<file path="src/rtl/core/sea_pkg.sv">
`default_nettype none

package sea_pkg;

	localparam int MAX_ROWS = 1024;
	localparam int MAX_COLS = 4096;
	localparam int DIST_BITS = 16;
	localparam int ENERGY_BITS = 32;

	localparam int ROWS_REG_BITS = 11;
	localparam int COLS_REG_BITS = 13;
	localparam int ROWS_RESET = 1024;
	localparam int COLS_RESET = 4096;

	localparam int CFG_INDEX_BITS = 1;
	localparam int CFG_DATA_BITS = COLS_REG_BITS;

	localparam logic [CFG_INDEX_BITS-1:0] REG_IMAGE_ROWS = 1'd0;
	localparam logic [CFG_INDEX_BITS-1:0] REG_IMAGE_COLS = 1'd1;

	typedef struct packed {
		logic first_entry;
		logic last_row;
		logic last_col;
	} pos_flags_t;

endpackage

`default_nettype wire

</file>
<file path="src/rtl/core/sea_if.sv">
`default_nettype none


interface sea_cfg_if;
	logic                                 valid;
	logic                                 ready;
	logic [sea_pkg::CFG_INDEX_BITS-1:0]   index;
	logic [sea_pkg::CFG_DATA_BITS-1:0]    data;

	modport source (output valid, output index, output data, input ready);
	modport sink (input valid, input index, input data, output ready);
endinterface

`default_nettype wire

</file>
<file path="src/rtl/core/sea_seq.sv">
`default_nettype none

module sea_seq #(
	parameter int MAX_ROWS = sea_pkg::MAX_ROWS,
	parameter int MAX_COLS = sea_pkg::MAX_COLS,
	localparam int RW = $clog2(MAX_ROWS)
) (
	input wire logic                 clk,
	input wire logic                 arst_n,
	sea_cfg_if.sink                  cfg,
	input wire logic                 advance,
	output logic [RW-1:0]            row,
	output logic                     bank,
	output sea_pkg::pos_flags_t      flags
);

	localparam int CW = (MAX_COLS > 1) ? $clog2(MAX_COLS) : 1;
	localparam int XW = 32;
	localparam int ROWS_RST = (sea_pkg::ROWS_RESET < MAX_ROWS) ? sea_pkg::ROWS_RESET : MAX_ROWS;
	localparam int COLS_RST = (sea_pkg::COLS_RESET < MAX_COLS) ? sea_pkg::COLS_RESET : MAX_COLS;
	localparam logic [RW-1:0] ROWS_LAST_RST = RW'(ROWS_RST - 1);
	localparam logic [CW-1:0] COLS_LAST_RST = CW'(COLS_RST - 1);

	logic [RW-1:0] rows_last_q;
	logic [CW-1:0] cols_last_q;
	logic [RW-1:0] row_q;
	logic [CW-1:0] col_q;
	logic          bank_q;
	logic [XW-1:0] rows_req;
	logic [XW-1:0] cols_req;
	logic [RW-1:0] rows_last_d;
	logic [CW-1:0] cols_last_d;

	assign cfg.ready = 1'b1;

	always_comb begin
		rows_req = XW'(cfg.data[sea_pkg::ROWS_REG_BITS-1:0]);
		cols_req = XW'(cfg.data[sea_pkg::COLS_REG_BITS-1:0]);
		priority if (rows_req < XW'(2)) begin
			rows_last_d = RW'(1);
		end else if (rows_req > XW'(MAX_ROWS)) begin
			rows_last_d = RW'(MAX_ROWS - 1);
		end else begin
			rows_last_d = RW'(rows_req - XW'(1));
		end
		priority if (cols_req == '0) begin
			cols_last_d = '0;
		end else if (cols_req > XW'(MAX_COLS)) begin
			cols_last_d = CW'(MAX_COLS - 1);
		end else begin
			cols_last_d = CW'(cols_req - XW'(1));
		end
	end

	assign flags.first_entry = (row_q == '0) || (col_q == '0);
	assign flags.last_row    = row_q >= rows_last_q;
	assign flags.last_col    = col_q >= cols_last_q;
	assign row  = row_q;
	assign bank = bank_q;

	always_ff @(posedge clk or negedge arst_n) begin
		if (!arst_n) begin
			rows_last_q <= ROWS_LAST_RST;
			cols_last_q <= COLS_LAST_RST;
			row_q       <= '0;
			col_q       <= '0;
			bank_q      <= 1'b0;
		end else begin
			if (cfg.valid && cfg.ready) begin
				unique case (cfg.index)
					sea_pkg::REG_IMAGE_ROWS: rows_last_q <= rows_last_d;
					sea_pkg::REG_IMAGE_COLS: cols_last_q <= cols_last_d;
				endcase
			end
			if (advance) begin
				if (flags.last_row) begin
					row_q  <= '0;
					bank_q <= ~bank_q;
					col_q  <= flags.last_col ? '0 : col_q + CW'(1);
				end else begin
					row_q <= row_q + RW'(1);
				end
			end
		end
	end

endmodule

`default_nettype wire

</file>
<file path="src/flat_wrapper.sv">
// flat-port wrapper written by rule: the top's interface ports become plain ports
module sea_seq_flat 
#(
	parameter int MAX_ROWS = sea_pkg::MAX_ROWS,
	parameter int MAX_COLS = sea_pkg::MAX_COLS,
	localparam int RW = $clog2(MAX_ROWS)
)
  (clk, arst_n, advance, row, bank, flags, cfg_valid, cfg_index, cfg_data, cfg_ready);
  sea_cfg_if cfg_i ();
  input wire logic clk;
  input wire logic arst_n;
  input wire logic advance;
  output logic [RW-1:0] row;
  output logic bank;
  output sea_pkg::pos_flags_t flags;
  input wire logic [$bits(cfg_i.valid)-1:0] cfg_valid;
  input wire logic [$bits(cfg_i.index)-1:0] cfg_index;
  input wire logic [$bits(cfg_i.data)-1:0] cfg_data;
  output wire logic [$bits(cfg_i.ready)-1:0] cfg_ready;
  assign cfg_i.valid = cfg_valid;
  assign cfg_i.index = cfg_index;
  assign cfg_i.data = cfg_data;
  assign cfg_ready = cfg_i.ready;
  sea_seq #(.MAX_ROWS(MAX_ROWS), .MAX_COLS(MAX_COLS)) u_core (.clk(clk), .arst_n(arst_n), .cfg(cfg_i), .advance(advance), .row(row), .bank(bank), .flags(flags));
endmodule
</file>
<file path="config.mk">
export PLATFORM = sky130hd
export DESIGN_NAME = sea_seq_flat
export DESIGN_NICKNAME = d
export VERILOG_FILES = /design/src/rtl/core/sea_pkg.sv /design/src/rtl/core/sea_if.sv /design/src/rtl/core/sea_seq.sv /design/src/flat_wrapper.sv
export SDC_FILE = /design/constraint.sdc
export NUM_CORES = 1
export LEC_CHECK = 0
export BUFFER_PORTS_ARGS = -buffer_cell sky130_fd_sc_hd__buf_4
export CORE_ASPECT_RATIO = 1.4
export CORE_MARGIN = 2
export CORE_UTILIZATION = 63
export CTS_BUF_LIST = sky130_fd_sc_hd__clkbuf_16
export DETAILED_ROUTE_END_ITERATION = 10
export PLACE_DENSITY = 0.9
export SLEW_MARGIN = 0
export SYNTH_ARGS = -nofsm -noshare
export SYNTH_HDL_FRONTEND = slang
export SYNTH_SLANG_ARGS = --single-unit
</file>
<file path="constraint.sdc">
create_clock -name clk -period 4.89 [get_ports clk]
set_input_delay 0.978 -clock clk [delete_from_list [all_inputs] [get_ports clk]]
set_output_delay 0.978 -clock clk [all_outputs]
set_load 0.005 [all_outputs]
</file>
==> results of run 1 <==
[power groups by stage]
stage	Sequential [W]	Clock, W	Combinational, W
finish	0.000528	0.000308	0.000343
global route	0.000541	0.000328	0.000391
CTS	0.000528	0.000311	0.000344
detailed placement	0.000533	0	0.000338
global placement	0.000529	0	0.000320
floorplan	0.000516	0	0.000213
[Yosys cell counts, types with 10 or more instances]
library cell	count	share of area
nor2_1	24	0.030
nor2b_1	10	0.021
inv_1	29	0.037
o21ai_0	19	0.032
dfstp_2	22	0.20
nand3_1	10	0.017
ha_1	28	0.12
dfrtp_1	23	0.19
nand2_1	13	0.016
a21o_1	19	0.048
a22o_1	11	0.033
a21oi_1	13	0.022
[cell type report]
| class | instances | area (µm²) |
|---|---|---|
| Clock buffer | 5 | 125 |
| Tap cell | 62 | 77.6 |
| Multi-Input combinational cell | 227 | 1640 |
| Inverter | 29 | 109 |
| Sequential cell | 45 | 1150 |
| Fill cell | 314 | 1180 |
| Timing Repair Buffer | 31 | 233 |
| Clock inverter | 3 | 11.3 |
[worst max path at each step]
| stage | end |
|---|---|
| after floorplan | flags[0] |
| after global placement | flags[0] |
| after detailed placement | flags[0] |
| after CTS | flags[0] |
| after global routing | flags[0] |
| final | flags[0] |
[metal layers]
metal | part of all wire | track usage | vias up
li1 | - | - | 1159
met1 | 0.41 | 0.323 | 1135
met2 | 0.50 | 0.418 | 83
met3 | 0.041 | 0.0549 | 31
met4 | 0.049 | 0.143 | 0
met5 | 0 | 0 | -
[stage by stage]
step                hold WS (ns)  total power, W  worst slack (ns)  instances  utilization
finish                     0.474         0.00118              1.57        402        0.739
global route               0.516         0.00126              1.41        402        0.739
CTS                        0.485         0.00118              1.61        402        0.739
detailed placement         0.473        0.000871              2.02        394        0.709
global placement           0.457        0.000849              2.03        394        0.709
floorplan                  0.457        0.000729              2.30        311            -
[state kept, by name, summed over array words and instances (netlist names)]
register	flops
u_core.row	10
u_core.rows_last_q	10
u_core.bank	1
u_core.cols_last_q	12
u_core.col_q	12
[cells by family (layout without fill, tap and decap cells)]
kind of cell,count (synthesis),after routing,synth area share
compound gates,89,89,0.216
xor+xnor,15,15,0.0444
fa+ha+maj,28,28,0.118
buf+inv,39,68,0.0558
flops,45,45,0.390
mux,2,2,0.00718
other cells,1,1,0.00127
simple gates,92,92,0.167
==> run metrics, run 1 <==
Yosys reg bits=45; Slowest-stage cell, CP=dfstp_2; Combinational Power Share=0.291; CTS max path bufs=2; buffers inserted by post-CTS timing repair=0; Crit Path Class=reg -> out; skew final=0.00599 ns; hold path depth=1; Setup crit end kind=output pin; Setup TNS Final=0 ns; All-Layer GR Usage=0.263; initial antenna violation count=0; CTS root buf=clkbuf_16; Tightest Hold Check Type=reg -> reg; DRT antenna net count=0; Initial DRT Pass Iterations=4; Max stage delay on crit path=0.53 ns; Routed WL per cell=15.3 µm; fin. max-slew vios=0; leakage power=1.66 nW; DRC=0; vias in the first global route=2,398; Worst Setup Start Kind=flop; yosys warns=0; max frequency=301 MHz; worst path bufs/invs=2; Via density=5.99; Worst Hold End=u_core.bank; Mapped Area=2960 µm²; switching pwr=0.000375 W; Avg Inst Size Synth=9.52 µm²; Slew Limit Headroom=0.541; area of the core=4540 µm²; clock power share=0.261; CP delay by family, top=compound AO/OA/AOI/OAI gates; status=finished, final reports clean; reg2reg path depth=8; CP required=3.91 ns; WP depth=7; capturing point of the worst reg2reg path=u_core.col_q[0]; fin nets=385; area delta synth->final=13.2%; most frequent cells in the layout=inv_1, buf_4, ha_1, nor2_1, dfrtp_1; Reg2Reg Setup Slack=2.21 ns; fin area=3350 µm²; Max Cap Violations=0; die area=5270 µm²; Resize count post-CTS=0; I/O Pins=33; hold buffer count at cts=0; initial DRC count=105; Num CTS Buffers=5; pwr dens=352 nW/µm²; htree depth=2; Final setup viols=0; die height=85.1 µm; Synth cell types=53; CP Max Fanout=12; diode count=0; crit path from=u_core.cols_last_q[2]; Worst-Skew Late Latency=0.28 ns; Die W=61.9 µm; largest net degree at the start of global routing=46; Peak VDD IR=0.159 mV; Hold Vio Cnt, Final=0; Flop pwr share=0.448; Int Power=0.000805 W; Sw Share=0.317; worst path cell trace=inv_1 -> ha_1 -> a211oi_1 -> o21ai_0 -> a211oi_1 -> o21ai_1 -> buf_4; Worst Path Arrival=2.34 ns; post-synthesis sequential area ratio=0.390; first-pass GRT wire length=10,500 µm; Tcrit/Tclk final=0.679; Starting Density=0.653; total grt overflow=0; clk slew on worst S/H paths=0.06 ns; R2R Path Start=u_core.cols_last_q[2]; CTS tree=built; Site Rows=29; Post-synth EDFFs=0; Hold Startpoint=u_core.bank; main flop type after synthesis=dfrtp_1; DPL Wire Length=4580 µm; Routability Congestion=0.828; final WL=6130 µm; RSZ-0062 raised after global routing=no; Final Critical Period=3.32 ns; Vias=2,408; Synth async-reset ratio=1.00; cells after synthesis=311; clock sinks=45; Worst path most repeated cell=a211oi_1; port bufs=31; Cell Area, Placed=3210 µm²; syn nets=357; Worst Max-Slew Pin Slew=0.683 ns; layout cells sized above 1=0.209
(Power assumes the default switching activity.)
==> inputs of run 2 (changes only) <==
--- a/config.mk
+++ b/config.mk
@@ -5,13 +5,14 @@
 export SDC_FILE = /design/constraint.sdc
 export NUM_CORES = 1
 export LEC_CHECK = 0
+export ABC_AREA = 1
 export BUFFER_PORTS_ARGS = -buffer_cell sky130_fd_sc_hd__buf_4
 export CORE_ASPECT_RATIO = 1.4
 export CORE_MARGIN = 2
-export CORE_UTILIZATION = 63
+export CORE_UTILIZATION = 60
 export CTS_BUF_LIST = sky130_fd_sc_hd__clkbuf_16
 export DETAILED_ROUTE_END_ITERATION = 10
-export PLACE_DENSITY = 0.9
+export PLACE_DENSITY = 0.86
 export SLEW_MARGIN = 0
 export SYNTH_ARGS = -nofsm -noshare
 export SYNTH_HDL_FRONTEND = slang
==> constraint.sdc (replaced) <==
create_clock -name clk -period 3.2 [get_ports clk]
set_input_delay 0.64 -clock clk [delete_from_list [all_inputs] [get_ports clk]]
set_output_delay 0.64 -clock clk [all_outputs]
set_load 0.005 [all_outputs]
==> run metrics, run 2 <==
buffers inserted by post-CTS timing repair=0; Yosys reg bits=45; Max stage delay on crit path=0.54 ns; pwr dens=579 nW/µm²; Mapped Area=3370 µm²; Tcrit/Tclk final=0.832; Peak VDD IR=0.295 mV; Via density=5.35; max frequency=376 MHz; worst path cell trace=inv_1 -> ha_1 -> nand2_1 -> nor2_2 -> inv_1 -> nor2_1 -> nand2_2 -> nand2_4 -> buf_4; Die W=67.4 µm; vias in the first global route=3,145; htree depth=2; most numerous cell in the Yosys netlist=nand2_1; Num CTS Buffers=5; most frequent cells in the layout=nand2_1, inv_1, nor2_1, buf_4, ha_1; Post-synth EDFFs=0; CP delay by family, top=simple AND/OR/NAND/NOR gates; Worst-Skew Late Latency=0.28 ns; initial antenna violation count=0; Routed WL per cell=13.0 µm; fin nets=552; commonest non-fill, non-tap cell in the layout=nand2_1; CP Max Fanout=9; Synth cell types=32; DPL Wire Length=5640 µm; Regs by FF count=u_core.col_q (12), u_core.cols_last_q (12); Yosys top cell by area=nand2_1; clk slew on worst S/H paths=0.07 ns; CTS tree=built; Max Cap Violations=0; All-Layer GR Usage=0.273; syn nets=519; Slew Limit Headroom=0.620; Avg Inst Size Synth=7.13 µm²; Initial DRT Pass Iterations=4; Resize count post-CTS=0; fin util=0.701; Site Rows=32; die area=6250 µm²; area delta synth->final=13.9%; clock sinks=45; RSZ-0062 raised after global routing=no; yosys warns=0; leakage power=2.08 nW; post-synthesis sequential area ratio=0.342; CTS max path bufs=2; Cell Area, Placed=3650 µm²; first-pass GRT wire length=13,400 µm; Placement Setup Slack=0.897 ns; DRC=0; Starting Density=0.615; CTS root buf=clkbuf_16; Slowest-stage cell, CP=dfstp_2; Worst Path Arrival=2.02 ns; status=finished, final reports clean; Final Critical Period=2.66 ns; fin. max-slew vios=0; slack of the critical path=0.538 ns; CP required=2.56 ns; hold buffer count at cts=0; post-synth top area share=0.176; largest net degree at the start of global routing=46; Tightest Hold Check Type=in -> async; total grt overflow=0; DRT antenna net count=0; Worst path most repeated cell=inv_1; Hold WS=0.345 ns; fillcell total=451; area of the core=5490 µm²; ranking of synthesized cells by area=nand2_1, dfstp_2, dfrtp_1; main flop type after synthesis=dfrtp_1; Synth async-reset ratio=1.00; fin area=3840 µm²; Worst Setup Start Kind=flop; skew final=0.00531 ns; initial DRC count=230; Worst Max-Slew Pin Slew=0.570 ns; cells after synthesis=473; Hold Vio Cnt, Final=0; diode count=0; most frequent cells after synthesis=nand2_1, inv_1, nor2_1, ha_1, nand3_1; Routability Congestion=0.909; final WL=7480 µm; port bufs=31; worst path bufs/invs=3; die height=92.7 µm; Setup TNS Final=0 ns; Setup crit end kind=output pin; Crit Path Class=reg -> out; Vias=3,077; I/O Pins=33; Final setup viols=0; layout cells sized above 1=0.178
[run 2: where the power goes]
| group | internal, W | switching, W | total, W | leakage (nW) |
|---|---|---|---|---|
| sequential | 0.000702 | 0.000126 | 0.000829 | 0.538 |
| combinational | 0.000312 | 0.000420 | 0.000732 | 1.45 |
| clock | 0.000450 | 0.000216 | 0.000666 | 0.0944 |
| total | 0.00146 | 0.000762 | 0.00223 | 2.08 |
[run 2: layer usage]
metal	wire length (µm)	track usage	vias up
met2	3890	0.474	83
li1	-	-	1533
met1	2940	0.318	1427
met4	393	0.145	0
met3	251	0.0328	34
met5	0	0	-
[run 2: worst reg2reg max path, cell delays in order, from the launching register on]
cell and delay (ns):
dfstp_2 0.52, inv_1 0.05, ha_1 0.29, a21o_1 0.19
nor2_2 0.16, nand3_2 0.12, nand2_4 0.23, inv_2 0.16
nand2_1 0.10, nand2_1 0.05
[run 2: logic make-up after synthesis]
logic type      count (synthesis)  synth area share
fa+ha+maj                      28             0.104
xor+xnor                       11            0.0286
flops                          45             0.342
other cells                     1           0.00111
simple gates                  267             0.362
buf+inv                        83            0.0990
compound gates                 38            0.0641
[run 2: final cells by class]
| cell class | instances | area (µm²) | share of cell area |
|---|---|---|---|
| multi-input combinational | 345 | 1890 | 0.491 |
| sequential | 45 | 1150 | 0.300 |
| inverter | 78 | 293 | 0.0761 |
| timing repair buffer | 31 | 233 | 0.0605 |
| clock buffer | 5 | 125 | 0.0325 |
| tap | 68 | 85.1 | 0.0221 |
| clock inverter | 3 | 68.8 | 0.0179 |
[run 2: worst paths after layout]
kind                                         end              startpoint  cells after the start  slack [ns]
min in group clk           u_core.cols_last_q[2]   u_core.cols_last_q[2]                      2        0.47
setup reg to reg                u_core.col_q[10]   u_core.rows_last_q[9]                      9        1.23
hold reg to reg            u_core.cols_last_q[2]   u_core.cols_last_q[2]                      2        0.47
hold / removal                     u_core.row[2]                  arst_n                      1        0.34
setup / recovery                        flags[0]  u_core.cols_last_q[11]                      9        0.54
max in group asynchronous  u_core.cols_last_q[1]                  arst_n                      1        2.46
[run 2: per-stage QoR]
step | power (W) | std cells
6_report | 0.00223 | 575
5_1_grt | 0.00240 | 575
4_1_cts | 0.00224 | 575
3_5_place_dp | 0.00156 | 567
3_3_place_gp | 0.00152 | 567
2_1_floorplan | 0.00128 | 473
==> inputs of run 3 (changes only) <==
==> constraint.sdc (replaced) <==
create_clock -name clk -period 2.55 [get_ports clk]
set_input_delay 0.51 -clock clk [delete_from_list [all_inputs] [get_ports clk]]
set_output_delay 0.51 -clock clk [all_outputs]
set_load 0.005 [all_outputs]
==> run metrics, run 3 (synthesis gave the netlist of run 2 again) <==
worst path cell trace=inv_1 -> ha_1 -> nand2_1 -> nor2_4 -> inv_1 -> nor2_1 -> nand2_2 -> nand2_4 -> buf_4; initial antenna violation count=0; DPL Wire Length=5640 µm; Hold WS=0.212 ns; CP required=2.04 ns; Worst-Skew Late Latency=0.29 ns; final WL=7270 µm; skew final=0.00785 ns; Max Cap Violations=0; met1 WL=2820 µm; DRT antenna net count=0; met2 wire len=3820 µm; Max stage delay on crit path=0.53 ns; Initial DRT Pass Iterations=4; Crit Path Class=reg -> out; RSZ-0062 raised after global routing=no; Site Rows=32; reg2reg path depth=9; htree depth=2; CP Max Fanout=5; CTS max path bufs=2; status=finished, final reports clean; Slowest-stage cell, CP=dfstp_2; hold buffer count at cts=0; capturing point of the worst reg2reg path=u_core.col_q[6]; first-pass GRT wire length=13,000 µm; Vias=3,074; Worst Setup Start Kind=flop; Slew Limit Headroom=0.622; CTS tree=built; Setup TNS Final=0 ns; WL met3=299 µm; die height=92.7 µm; DR top layer=met4; Worst path most repeated cell=inv_1; Via density=5.33; Worst Max-Slew Pin Slew=0.566 ns; commonest non-fill, non-tap cell in the layout=nand2_1; pwr dens=722 nW/µm²; Worst Path Arrival=1.91 ns; fin nets=554; area of the core=5490 µm²; I/O Pins=33; Final Critical Period=2.42 ns; die area=6250 µm²; vias in the first global route=3,130; clock sinks=45; most frequent cells in the layout=nand2_1, inv_1, nor2_1, buf_4, ha_1; Reg2Reg Setup Slack=0.59 ns; Routability Congestion=0.909; DRC=0; initial DRC count=266; CTS root buf=clkbuf_16; Tightest Hold Check Type=in -> async; area delta synth->final=14.5%; clk slew on worst S/H paths=0.07 ns; total grt overflow=0; Peak VDD IR=0.372 mV; diode count=0; max frequency=412 MHz; port bufs=31; Setup crit end kind=output pin; largest net degree at the start of global routing=46; R2R Path Start=u_core.rows_last_q[9]; Die W=67.4 µm; Final setup viols=0; layout cells sized above 1=0.181; Regs by FF count=u_core.col_q (12), u_core.cols_last_q (12); All-Layer GR Usage=0.263; Hold Vio Cnt, Final=0; Num CTS Buffers=5; Routed WL per cell=12.6 µm; Starting Density=0.615; fin. max-slew vios=0; leakage power=2.09 nW; Tcrit/Tclk final=0.951
[run 3: metal layers]
| layer | global-route usage | vias to the layer above |
|---|---|---|
| li1 | - | 1536 |
| met1 | 0.308 | 1422 |
| met2 | 0.450 | 90 |
| met3 | 0.0304 | 26 |
| met4 | 0.148 | 0 |
| met5 | 0 | - |
[run 3: report_power, final]
group          total [W]  switching (W)  internal (W)  leakage (nW)
registers        0.00104       0.000158      0.000881         0.538
logic           0.000912       0.000522      0.000390          1.46
clock network   0.000839       0.000275      0.000565        0.0944
[run 3: per-stage QoR]
| step | util | total power, W | area, µm² | instances | worst slack (ns) |
|---|---|---|---|---|---|
| global placement | 0.666 | 0.00191 | 3650 | 567 | 0.417 |
| finish | 0.705 | 0.00279 | 3860 | 577 | 0.126 |
| CTS | 0.701 | 0.00280 | 3840 | 575 | 0.0195 |
| global route | 0.705 | 0.00301 | 3860 | 577 | 0.0132 |
| detailed placement | 0.666 | 0.00196 | 3650 | 567 | 0.374 |
| floorplan | - | 0.00161 | 3370 | 473 | 0.587 |
[run 3: how the worst max path moves through the flow]
stage	startpoint	end	cells after the start
2_1_floorplan	u_core.cols_last_q[11]	flags[0]	8
3_3_place_gp	u_core.cols_last_q[11]	flags[0]	9
3_5_place_dp	u_core.cols_last_q[11]	flags[0]	9
4_1_cts	u_core.cols_last_q[11]	flags[0]	9
5_1_grt	u_core.cols_last_q[11]	flags[0]	9
6_report	u_core.cols_last_q[11]	flags[0]	9
[run 3: worst max-delay path: cells and delay by family (launching register included)]
kind,cells,cell delay (ns)
and+or+nand+nor,5,0.61
DFF,1,0.53
adders and majority gates,1,0.28
buffers and inverters,3,0.20
[run 3: final cells by class]
class,count,area [µm²]
clock inverter,3,68.8
fill,438,1620
clock buffer,5,125
timing repair buffer,33,248
inverter,78,293
multi-input combinational,345,1890
sequential,45,1150
tap,68,85.1
[run 3: repair_timing]
item                       CTS  global route
setup endpoints to repair    0             1
buffers inserted             0             2
resized for setup            0             1
