==> config.mk <==
export PLATFORM = sky130hd
export DESIGN_NAME = sea_calc_flat
export DESIGN_NICKNAME = d
export VERILOG_FILES = /design/src/rtl/core/sea_pkg.sv /design/src/rtl/core/sea_if.sv /design/src/rtl/core/sea_calc.sv /design/src/flat_wrapper.sv
export SDC_FILE = /design/constraint.sdc
export NUM_CORES = 1
export LEC_CHECK = 0
export CAP_MARGIN = 20
export CORE_UTILIZATION = 61
export CTS_BUF_LIST = sky130_fd_sc_hd__clkbuf_4 sky130_fd_sc_hd__clkbuf_8 sky130_fd_sc_hd__clkbuf_16
export CTS_CLUSTER_DIAMETER = 150
export CTS_CLUSTER_SIZE = 40
export DETAILED_ROUTE_END_ITERATION = 10
export DONT_BUFFER_PORTS = 1
export GPL_TIMING_DRIVEN = 0
export PLACE_DENSITY = 0.88
export SLEW_MARGIN = 20
export SYNTH_ARGS = -nofsm -noshare
export SYNTH_HDL_FRONTEND = slang
export SYNTH_SLANG_ARGS = --single-unit
==> constraint.sdc <==
create_clock -name clk -period 11.84 [get_ports clk]
set_clock_uncertainty 0.2 [all_clocks]
set_input_delay 2.368 -clock clk [delete_from_list [all_inputs] [get_ports clk]]
set_output_delay 2.368 -clock clk [all_outputs]
set_load 0.02 [all_outputs]
==> src/rtl/core/sea_pkg.sv <==
`default_nettype none

package sea_pkg;

	localparam int MAX_ROWS = 1024;
	localparam int MAX_COLS = 4096;
	localparam int DIST_BITS = 16;
	localparam int ENERGY_BITS = 32;

	localparam int ROWS_REG_BITS = 11;
	localparam int COLS_REG_BITS = 13;
	localparam int ROWS_RESET = 1024;
	localparam int COLS_RESET = 4096;

	localparam int CFG_INDEX_BITS = 1;
	localparam int CFG_DATA_BITS = COLS_REG_BITS;

	localparam logic [CFG_INDEX_BITS-1:0] REG_IMAGE_ROWS = 1'd0;
	localparam logic [CFG_INDEX_BITS-1:0] REG_IMAGE_COLS = 1'd1;

	typedef struct packed {
		logic first_entry;
		logic last_row;
		logic last_col;
	} pos_flags_t;

endpackage

`default_nettype wire

==> src/rtl/core/sea_if.sv <==
`default_nettype none

interface sea_sample_if #(
	parameter int DIST_BITS = sea_pkg::DIST_BITS
);
	logic                        valid;
	logic                        ready;
	logic signed [DIST_BITS-1:0] distance_sample;

	modport source (output valid, output distance_sample, input ready);
	modport sink (input valid, input distance_sample, output ready);
endinterface

interface sea_energy_if #(
	parameter int ENERGY_BITS = sea_pkg::ENERGY_BITS
);
	logic                          valid;
	logic                          ready;
	logic signed [ENERGY_BITS-1:0] energy_value;
	logic                          column_end;
	logic                          image_end;

	modport source (output valid, output energy_value, output column_end, output image_end,
		input ready);
	modport sink (input valid, input energy_value, input column_end, input image_end,
		output ready);
endinterface


`default_nettype wire

==> src/rtl/core/sea_calc.sv <==
`default_nettype none

module sea_calc #(
	parameter int MAX_ROWS = sea_pkg::MAX_ROWS,
	localparam int DIST_BITS = sea_pkg::DIST_BITS,
	localparam int ENERGY_BITS = sea_pkg::ENERGY_BITS,
	localparam int RW = $clog2(MAX_ROWS),
	localparam int AW = RW + 1
) (
	input wire logic                          clk,
	input wire logic                          arst_n,
	sea_sample_if.sink                        sample,
	sea_energy_if.source                      energy,
	input wire logic [RW-1:0]                 row,
	input wire logic                          bank,
	input wire sea_pkg::pos_flags_t           flags,
	input wire logic signed [ENERGY_BITS-1:0] rd_data,
	output logic                              accept,
	output logic [AW-1:0]                     rd_addr,
	output logic                              wr_en,
	output logic [AW-1:0]                     wr_addr,
	output logic signed [ENERGY_BITS-1:0]     wr_data
);

	localparam int SW = ((ENERGY_BITS > DIST_BITS + 1) ? ENERGY_BITS : DIST_BITS + 1) + 1;

	logic                          v_s1;
	logic                          v_s2;
	logic                          out_v_q;
	logic signed [DIST_BITS-1:0]   dist_s1;
	logic signed [DIST_BITS-1:0]   dist_s2;
	logic [RW-1:0]                 row_s1;
	logic [RW-1:0]                 row_s2;
	sea_pkg::pos_flags_t           flags_s1;
	sea_pkg::pos_flags_t           flags_s2;
	logic                          bank_s1;
	logic                          bank_s2;
	logic signed [ENERGY_BITS-1:0] min_s2;
	logic signed [ENERGY_BITS-1:0] win_m1_q;
	logic signed [ENERGY_BITS-1:0] win_0_q;
	logic signed [ENERGY_BITS-1:0] zero_q [2];
	logic signed [ENERGY_BITS-1:0] p1;
	logic signed [ENERGY_BITS-1:0] min_d;
	logic signed [ENERGY_BITS-1:0] energy_d;
	logic [AW-1:0]                 need_addr;
	logic                          out_free;
	logic                          adv_s1;
	logic                          adv_s2;
	logic signed [SW-1:0]          dist_ext;
	logic signed [SW-1:0]          sum;
	logic [SW-ENERGY_BITS:0]       upper;
	logic signed [ENERGY_BITS-1:0] out_energy_q;
	logic                          out_col_q;
	logic                          out_img_q;

	assign out_free     = !out_v_q || energy.ready;
	assign adv_s2       = v_s2 && out_free;
	assign adv_s1       = v_s1 && (!v_s2 || adv_s2);
	assign sample.ready = !v_s1 || adv_s1;
	assign accept       = sample.valid && sample.ready;

	// fetch the next row of the previous column
	assign rd_addr   = {~bank, row + RW'(1)};
	assign need_addr = {~bank_s1, row_s1 + RW'(1)};

	assign wr_en   = v_s2;
	assign wr_addr = {bank_s2, row_s2};
	assign wr_data = energy_d;

	// forward an energy still in flight
	assign p1 = (v_s2 && (wr_addr == need_addr)) ? energy_d : rd_data;

	always_comb begin
		min_d = (win_m1_q < win_0_q) ? win_m1_q : win_0_q;
		if (!flags_s1.last_row && (p1 < min_d)) begin
			min_d = p1;
		end
	end

	always_comb begin
		dist_ext = SW'(dist_s2);
		sum      = flags_s2.first_entry ? dist_ext : dist_ext + dist_ext + SW'(min_s2);
		upper    = sum[SW-1:ENERGY_BITS-1];
		if ((&upper) || !(|upper)) begin
			energy_d = sum[ENERGY_BITS-1:0];
		end else if (sum[SW-1]) begin
			energy_d = {1'b1, {(ENERGY_BITS-1){1'b0}}};
		end else begin
			energy_d = {1'b0, {(ENERGY_BITS-1){1'b1}}};
		end
	end

	always_ff @(posedge clk or negedge arst_n) begin
		if (!arst_n) begin
			v_s1    <= 1'b0;
			v_s2    <= 1'b0;
			out_v_q <= 1'b0;
		end else begin
			if (sample.ready) begin
				v_s1 <= sample.valid;
			end
			if (!v_s2 || adv_s2) begin
				v_s2 <= v_s1;
			end
			if (out_free) begin
				out_v_q <= v_s2;
			end
		end
	end

	always_ff @(posedge clk) begin
		if (accept) begin
			dist_s1  <= sample.distance_sample;
			row_s1   <= row;
			flags_s1 <= flags;
			bank_s1  <= bank;
		end
		if (adv_s1) begin
			dist_s2  <= dist_s1;
			row_s2   <= row_s1;
			flags_s2 <= flags_s1;
			bank_s2  <= bank_s1;
			min_s2   <= min_d;
			win_m1_q <= (row_s1 == '0) ? zero_q[~bank_s1] : win_0_q;
			win_0_q  <= p1;
		end
		if (v_s2 && (row_s2 == '0)) begin
			zero_q[bank_s2] <= energy_d;
		end
		if (adv_s2) begin
			out_energy_q <= energy_d;
			out_col_q    <= flags_s2.last_row;
			out_img_q    <= flags_s2.last_row && flags_s2.last_col;
		end
	end

	assign energy.valid        = out_v_q;
	assign energy.energy_value = out_energy_q;
	assign energy.column_end   = out_col_q;
	assign energy.image_end    = out_img_q;

endmodule

`default_nettype wire

==> src/flat_wrapper.sv <==
// flat-port wrapper written by rule: the top's interface ports become plain ports
module sea_calc_flat 
#(
	parameter int MAX_ROWS = sea_pkg::MAX_ROWS,
	localparam int DIST_BITS = sea_pkg::DIST_BITS,
	localparam int ENERGY_BITS = sea_pkg::ENERGY_BITS,
	localparam int RW = $clog2(MAX_ROWS),
	localparam int AW = RW + 1
)
  (clk, arst_n, row, bank, flags, rd_data, accept, rd_addr, wr_en, wr_addr, wr_data, sample_valid, sample_distance_sample, sample_ready, energy_valid, energy_energy_value, energy_column_end, energy_image_end, energy_ready);
  sea_sample_if sample_i ();
  sea_energy_if energy_i ();
  input wire logic clk;
  input wire logic arst_n;
  input wire logic [RW-1:0] row;
  input wire logic bank;
  input wire sea_pkg::pos_flags_t flags;
  input wire logic signed [ENERGY_BITS-1:0] rd_data;
  output logic accept;
  output logic [AW-1:0] rd_addr;
  output logic wr_en;
  output logic [AW-1:0] wr_addr;
  output logic signed [ENERGY_BITS-1:0] wr_data;
  input wire logic [$bits(sample_i.valid)-1:0] sample_valid;
  input wire logic [$bits(sample_i.distance_sample)-1:0] sample_distance_sample;
  output wire logic [$bits(sample_i.ready)-1:0] sample_ready;
  output wire logic [$bits(energy_i.valid)-1:0] energy_valid;
  output wire logic [$bits(energy_i.energy_value)-1:0] energy_energy_value;
  output wire logic [$bits(energy_i.column_end)-1:0] energy_column_end;
  output wire logic [$bits(energy_i.image_end)-1:0] energy_image_end;
  input wire logic [$bits(energy_i.ready)-1:0] energy_ready;
  assign sample_i.valid = sample_valid;
  assign sample_i.distance_sample = sample_distance_sample;
  assign sample_ready = sample_i.ready;
  assign energy_valid = energy_i.valid;
  assign energy_energy_value = energy_i.energy_value;
  assign energy_column_end = energy_i.column_end;
  assign energy_image_end = energy_i.image_end;
  assign energy_i.ready = energy_ready;
  sea_calc #(.MAX_ROWS(MAX_ROWS)) u_core (.clk(clk), .arst_n(arst_n), .sample(sample_i), .energy(energy_i), .row(row), .bank(bank), .flags(flags), .rd_data(rd_data), .accept(accept), .rd_addr(rd_addr), .wr_en(wr_en), .wr_addr(wr_addr), .wr_data(wr_data));
endmodule
==> results.py, run 1 <==
metrics = {
    "sta": {
        "fmax_mhz": 123.9,
        "setup_viol": 0,
        "hold_viol_final": 0,
        "rsz0062_at_grt": "no",
        "slew_headroom_pct": 21.29,
        "worst_pin_slew_ps": 1168,
        "period_share_pct": 68.18,
        "fin_crit_ps": 8072,
        "fin_setup_tns_ps": 0,
        "slew_viol_final": 0,
    },
    "critical_path": {
        "path_class": "reg -> reg",
        "crit_path_start_kind": "flop",
        "max_stage_delay_ps": 630,
        "endpoint_kind": "flop",
        "worstPathRequired_ps": 11940,
        "critPathBufInv": 3,
        "cp_top_family": "compound AO/OA/AOI/OAI gates",
        "cp_max_fo": 10,
        "worst-endpoint-arrival_ps": 8170,
        "slowest_stage": "o21ai_0",
    },
    "detailed_routing": {
        "drtIter0Drc": 814,
        "wl_met1_um": 13330,
        "drt-wirelength-per-cell_um": 22.70,
        "postRouteAntennaNets": 0,
        "first_pass_iters": 10,
        "drt-total-wl_um": 32100,
        "topRoutingLayerUsed": "met4",
        "drc": 8,
        "wl_met3_um": 3014,
        "vias": 9184,
        "vias_per_cell": 6.495,
        "met2WireLength_um": 14810,
    },
    "floorplan": {
        "dieArea_mm2": 0.02323,
        "core_area_mm2": 0.02203,
        "die_y_um": 152.4,
        "pin_count": 158,
        "rows": 54,
        "start_util_pct": 62.64,
        "fp.dieW_um": 152.4,
    },
    "power_and_ir_drop": {
        "worst_ir_drop_vdd_mv": 0.1176,
        "switching_share_pct": 35.85,
        "switchingPower_w": 0.0009071,
        "p_per_area_mw_per_mm2": 172.5,
        "p_leak_nw": 5.606,
        "p_comb_share_pct": 32.9,
        "seqPwrFrac_pct": 49.4,
        "clkPwrFrac_pct": 17.6,
        "p_int_w": 0.001623,
    },
    "cells_and_area": {
        "nets": 1295,
        "drive_gt1_share_pct": 4.850,
        "fin_area_mm2": 0.01466,
        "antenna_cells": 0,
        "synthToLayoutAreaGrowth_pct": 6.275,
    },
    "synthesis": {
        "yosysTopAreaCell": "edfxtp_1",
        "synthFlopType": "edfxtp_1",
        "ys_seq_elements": 257,
        "synth_most_common_cell": "edfxtp_1",
        "synth_commonest_cells": "254 x edfxtp_1, 125 x mux2i_1, 96 x ha_1",
        "yosysSeqAreaShare_pct": 55.82,
        "synth_edf_count": 254,
        "async_flop_share_pct": 1.167,
        "ys.warnings.count": 0,
        "netlist_instances": 1112,
        "ys_types": 66,
        "yosysTopAreaCellShare_pct": 55.28,
        "synth_area_per_cell_um2": 12.41,
        "synthesis.area_mm2": 0.01380,
        "synth_area_leaders": "edfxtp_1 55%, mux2i_1 9.1%, ha_1 8.7%",
        "synth_nets": 1275,
    },
    "global_routing": {
        "grt_pass1_wl_um": 49850,
        "grt_usage_pct": 27.90,
        "antenna_found_initial": 0,
        "grt-ovfl-total": 0,
        "grt_pass1_vias": 8983,
        "grt_max_degree": 60,
    },
    "clocking": {
        "cts_resized": 0,
        "cts.sinks": 257,
        "cts_max_level": 1,
        "clock_latency_ps": 500,
        "clock_path_buffers": 3,
        "cts_tree": "built",
        "cts_root_buffer": "clkbuf_16",
        "clkTransAtPathRegs_ps": 130,
        "hold_buffers": 0,
        "cts_buffers": 10,
        "cts_setup_buffers": 0,
    },
    "place": {
        "dp_hpwl_um": 23540,
        "placed_area_mm2": 0.01434,
        "gp_congestion": 0.9303,
        "portBuffers": 0,
    },
    "job": {
        "maxCapViolations": 0,
    },
    "status": {
        "outcome": "complete, but fails checks",
        "violations": "design-rule violations",
    },
    "worst_hold_path": {
        "hold_class": "reg -> reg",
    },
}
==> cells in the final DEF, fill, tap and decap left out, drive strengths merged, types with 4 or more instances in the layout <==
| cell | netlist | layout |
|---|---|---|
| buf | 12 | 20 |
| o311ai | 4 | 4 |
| clkbuf | 26 | 39 |
| nor3 | 8 | 8 |
| o21bai | 6 | 6 |
| o211ai | 23 | 23 |
| nand2 | 90 | 90 |
| a311oi | 5 | 5 |
| o31ai | 4 | 4 |
| and4 | 6 | 6 |
| nand2b | 6 | 6 |
| nor4 | 6 | 6 |
| nor2 | 40 | 40 |
| and3 | 7 | 7 |
| nand4 | 16 | 16 |
| a21boi | 6 | 6 |
| mux2i | 125 | 125 |
| a21oi | 58 | 58 |
| inv | 76 | 76 |
| ha | 96 | 96 |
| nor2b | 7 | 7 |
| a21o | 20 | 20 |
| edfxtp | 254 | 254 |
| and2 | 7 | 7 |
| o21a | 4 | 4 |
| a211oi | 14 | 14 |
| nand3 | 19 | 19 |
| a31oi | 6 | 6 |
| xnor2 | 29 | 29 |
| o21ai | 76 | 76 |
| xor2 | 17 | 17 |
| or3 | 6 | 6 |
==> kinds of logic after synthesis <==
kind of cell | share of synthesized area, %
AO/OA/AOI/OAI | 11.63
buffers and inverters | 3.555
XOR/XNOR | 2.920
multiplexers | 9.340
AND/OR/NAND/NOR | 7.880
flip-flops | 55.82
adder cells (fa/ha/maj) | 8.850
==> path summary, 6_finish.rpt <==
path / end / slack (ps) / cells past startpoint / from
setup / recovery: u_core.min_s2[3] / 3770 / 25 / u_core.dist_s2[0]
hold / removal: u_core.dist_s2[5] / 230 / 0 / u_core.dist_s1[5]
setup reg to reg: u_core.min_s2[3] / 3770 / 25 / u_core.dist_s2[0]
hold reg to reg: u_core.dist_s2[5] / 230 / 0 / u_core.dist_s1[5]
max in group asynchronous: u_core.v_s1 / 10020 / 0 / arst_n
min in group asynchronous: u_core.energy.valid / 1350 / 0 / arst_n
==> stage by stage <==
step / hold slack, ps / std cells / util (%) / power (W) / setup slack [ps]
after global routing: 241.8 / 1414 / 66.58 / 0.002647 / 3325
after floorplan: 200.3 / 1112 / - / 0.001859 / 5332
after CTS: 235.3 / 1414 / 66.58 / 0.002523 / 3974
final: 232.6 / 1414 / 66.58 / 0.002530 / 3768
after global placement: 201.5 / 1392 / 64.24 / 0.002052 / 3680
after detailed placement: 204.5 / 1400 / 65.12 / 0.002083 / 4040
==> flip-flops by register name (all words and copies together), names as in the netlist <==
name and count:
u_core.wr_en 1, u_core.energy.valid 1, u_core.row_s1 10, u_core.min_s2 32, u_core.energy.image_end 1, u_core.bank_s2 1, u_core.win_0_q 32, u_core.v_s1 1
u_core.row_s2 10, u_core.dist_s2 16, u_core.win_m1_q 32, u_core.zero_q 64, u_core.energy.energy_value 32, u_core.dist_s1 16, u_core.flags_s1 3, u_core.bank_s1 1
u_core.energy.column_end 1, u_core.flags_s2 3
==> power groups by stage <==
| stage | Combinational [W] | Clock (W) | Sequential, W |
|---|---|---|---|
| after floorplan | 0.000602 | 0 | 0.00126 |
| after global placement | 0.000774 | 0 | 0.00128 |
| after detailed placement | 0.000814 | 0 | 0.00127 |
| after CTS | 0.000819 | 0.000453 | 0.00125 |
| after global routing | 0.000900 | 0.000486 | 0.00126 |
| final | 0.000833 | 0.000446 | 0.00125 |
==> layer usage <==
layer / global-route usage (%) / vias to the layer above
met1: 38.57 / 4411
met5: 0 / -
met2: 44.81 / 481
met3: 5.290 / 73
li1: - / 4219
met4: 8.844 / 0
==> worst register-to-register path: cells and delay by family, from the launching register on <==
family / cells / cell delay (ps)
AOI/OAI and AO/OA: 11 / 3380
DFF: 1 / 480
adders and majority gates: 3 / 1050
muxes: 2 / 780
buffers and inverters: 3 / 890
and+or+nand+nor: 6 / 1110
==> area by class of cell <==
| type | count | area (um2) |
|---|---|---|
| Tap cell | 280 | 350.3 |
| Timing Repair Buffer | 8 | 155.1 |
| Clock inverter | 1 | 30.03 |
| Buffer | 38 | 205.2 |
| Inverter | 76 | 285.3 |
| Fill cell | 1598 | 7362 |
| Clock buffer | 13 | 290.3 |
| Sequential cell | 257 | 7702 |
| Multi-Input combinational cell | 741 | 5645 |
No activity file was read; power rests on OpenSTA's default activity.
==> inputs of run 2 (changes only) <==
clock period = 8.5 ns   (was 11.84 ns; I/O delays follow)
==> results.py, run 2 (synthesis gave the netlist of run 1 again) <==
metrics = {
    "cells_and_area": {
        "antenna_cells": 0,
        "synthToLayoutAreaGrowth_pct": 6.302,
        "largest_register_ffs": 64,
        "drive_gt1_share_pct": 4.938,
        "final_cells": 1414,
        "nets": 1295,
        "largest_register": "u_core.zero_q",
        "final_util_pct": 66.59,
        "final_cell_mix": "254 x edfxtp_1, 125 x mux2i_1, 96 x ha_1",
        "layout_commonest_cell": "edfxtp_1",
    },
    "global_routing": {
        "grt_max_degree": 60,
        "grt_usage_pct": 27.90,
        "grt-ovfl-total": 0,
        "grt_pass1_wl_um": 49850,
        "antenna_found_initial": 0,
        "grt_pass1_vias": 8983,
    },
    "critical_path": {
        "endpoint_kind": "flop",
        "max_stage_delay_ps": 630,
        "cp_max_fo": 10,
        "path_class": "reg -> reg",
        "rr_endpoint": "u_core.min_s2[3]",
        "worstPathRequired_ps": 8600,
        "worst-endpoint-arrival_ps": 8150,
        "critPathBufInv": 3,
        "cp_top_family": "compound AO/OA/AOI/OAI gates",
        "reg2reg_slack_ps": 440,
        "reg2reg_from": "u_core.dist_s2[0]",
        "ff2ff_path_depth": 25,
        "crit_path_start_kind": "flop",
        "slowest_stage": "o21ai_0",
    },
    "floorplan": {
        "rows": 54,
        "start_util_pct": 62.64,
        "dieArea_mm2": 0.02323,
        "fp.dieW_um": 152.4,
        "pin_count": 158,
        "core_area_mm2": 0.02203,
        "die_y_um": 152.4,
    },
    "status": {
        "violations": "design-rule violations",
        "outcome": "complete, but fails checks",
    },
    "detailed_routing": {
        "first_pass_iters": 9,
        "vias": 9178,
        "postRouteAntennaNets": 0,
        "drt-wirelength-per-cell_um": 22.72,
        "vias_per_cell": 6.491,
        "drtIter0Drc": 813,
        "drt-total-wl_um": 32120,
        "drc": 8,
    },
    "sta": {
        "hold_ws_ps": 232.7,
        "worst_pin_slew_ps": 1169,
        "fin_setup_tns_ps": 0,
        "fin_crit_ps": 8056,
        "slew_viol_final": 0,
        "hold_viol_final": 0,
        "rsz0062_at_grt": "no",
        "fmax_mhz": 124.1,
        "setup_viol": 0,
        "period_share_pct": 94.78,
        "slew_headroom_pct": 21.25,
    },
    "place": {
        "gp_congestion": 0.9303,
        "dp.cells": 1400,
        "portBuffers": 0,
        "dp_hpwl_um": 23540,
    },
    "power_and_ir_drop": {
        "p_per_area_mw_per_mm2": 240.3,
        "worst_ir_drop_vdd_mv": 0.1641,
        "p_leak_nw": 5.607,
    },
    "worst_hold_path": {
        "worstHoldEndpoint": "u_core.dist_s2[5]",
        "hold_class": "reg -> reg",
        "holdPathStages": 0,
        "hp-start": "u_core.dist_s1[5]",
    },
    "clocking": {
        "clock_latency_ps": 500,
        "cts_resized": 0,
        "hold_buffers": 0,
        "clock_path_buffers": 3,
        "cts_buffers": 10,
        "cts_max_level": 1,
        "cts_root_buffer": "clkbuf_16",
        "cts_tree": "built",
        "cts.sinks": 257,
        "cts_setup_buffers": 0,
        "clkTransAtPathRegs_ps": 130,
    },
    "job": {
        "maxCapViolations": 0,
    },
}
-- run 2: cell counts in the layout (fill, tap and decap cells not counted) --
No cell type changed its count.
-- run 2: area by class of cell --
class,count,area (um2)
well taps,280,350.3
clock inverters,1,30.03
multi-input cells,741,5649
repair buffers,8,155.1
clock buffers,13,290.3
flip-flops and latches,257,7702
fillers,1598,7358
inverters,76,285.3
plain buffers,38,205.2
-- run 2: where the power goes --
part	leakage (nW)	total (W)	internal, W	switching (W)
registers	2.45	0.00174	0.00162	0.000126
logic	3.01	0.00116	0.000393	0.000767
clock network	0.156	0.000622	0.000252	0.000370
-- run 2: routing by layer --
layer	global-route usage (%)	share of wire, %	up-vias
met5	0	0	-
met4	8.844	3.1	0
met3	5.290	9.2	80
met2	44.81	46	476
met1	38.57	42	4408
li1	-	-	4214
-- run 2: worst register-to-register path: stages, from the launching register on --
cell and delay, ps:
edfxtp_1 480, ha_1 270, fa_1 440, a211oi_1 440, o21ai_1 300, nand3b_1 170, o221ai_1 270, a21oi_2 350
nor4_1 130, nor2_1 210, clkbuf_1 540, o21ai_0 630, mux2i_1 450, inv_1 130, ha_1 340, nand2_1 100
nor4_1 60, a2111oi_0 300, o21ai_0 180, a21oi_1 150, o211ai_1 160, or4_1 430, a21o_1 200, o211ai_4 400
buf_12 220, mux2i_1 320
-- run 2: metrics by stage --
stage          instance area [um2]  power, W  setup WS, ps
2_1_floorplan                13800  0.002590          1992
3_3_place_gp                 14150  0.002858         340.1
3_5_place_dp                 14340  0.002902         700.3
4_1_cts                      14660  0.003514         633.8
5_1_grt                      14670  0.003689         52.72
6_report                     14670  0.003525         443.6
-- run 2: worst max path at each step --
stage,from,to,slack (ps),cells past startpoint
finish,u_core.dist_s2[0],u_core.min_s2[3],440,25
CTS,u_core.dist_s2[0],u_core.min_s2[3],630,26
global placement,u_core.dist_s2[0],u_core.min_s2[3],340,24
global route,u_core.dist_s2[15],u_core.min_s2[25],50,25
detailed placement,u_core.dist_s2[0],u_core.min_s2[3],700,26
floorplan,u_core.dist_s2[0],u_core.min_s2[0],1990,23
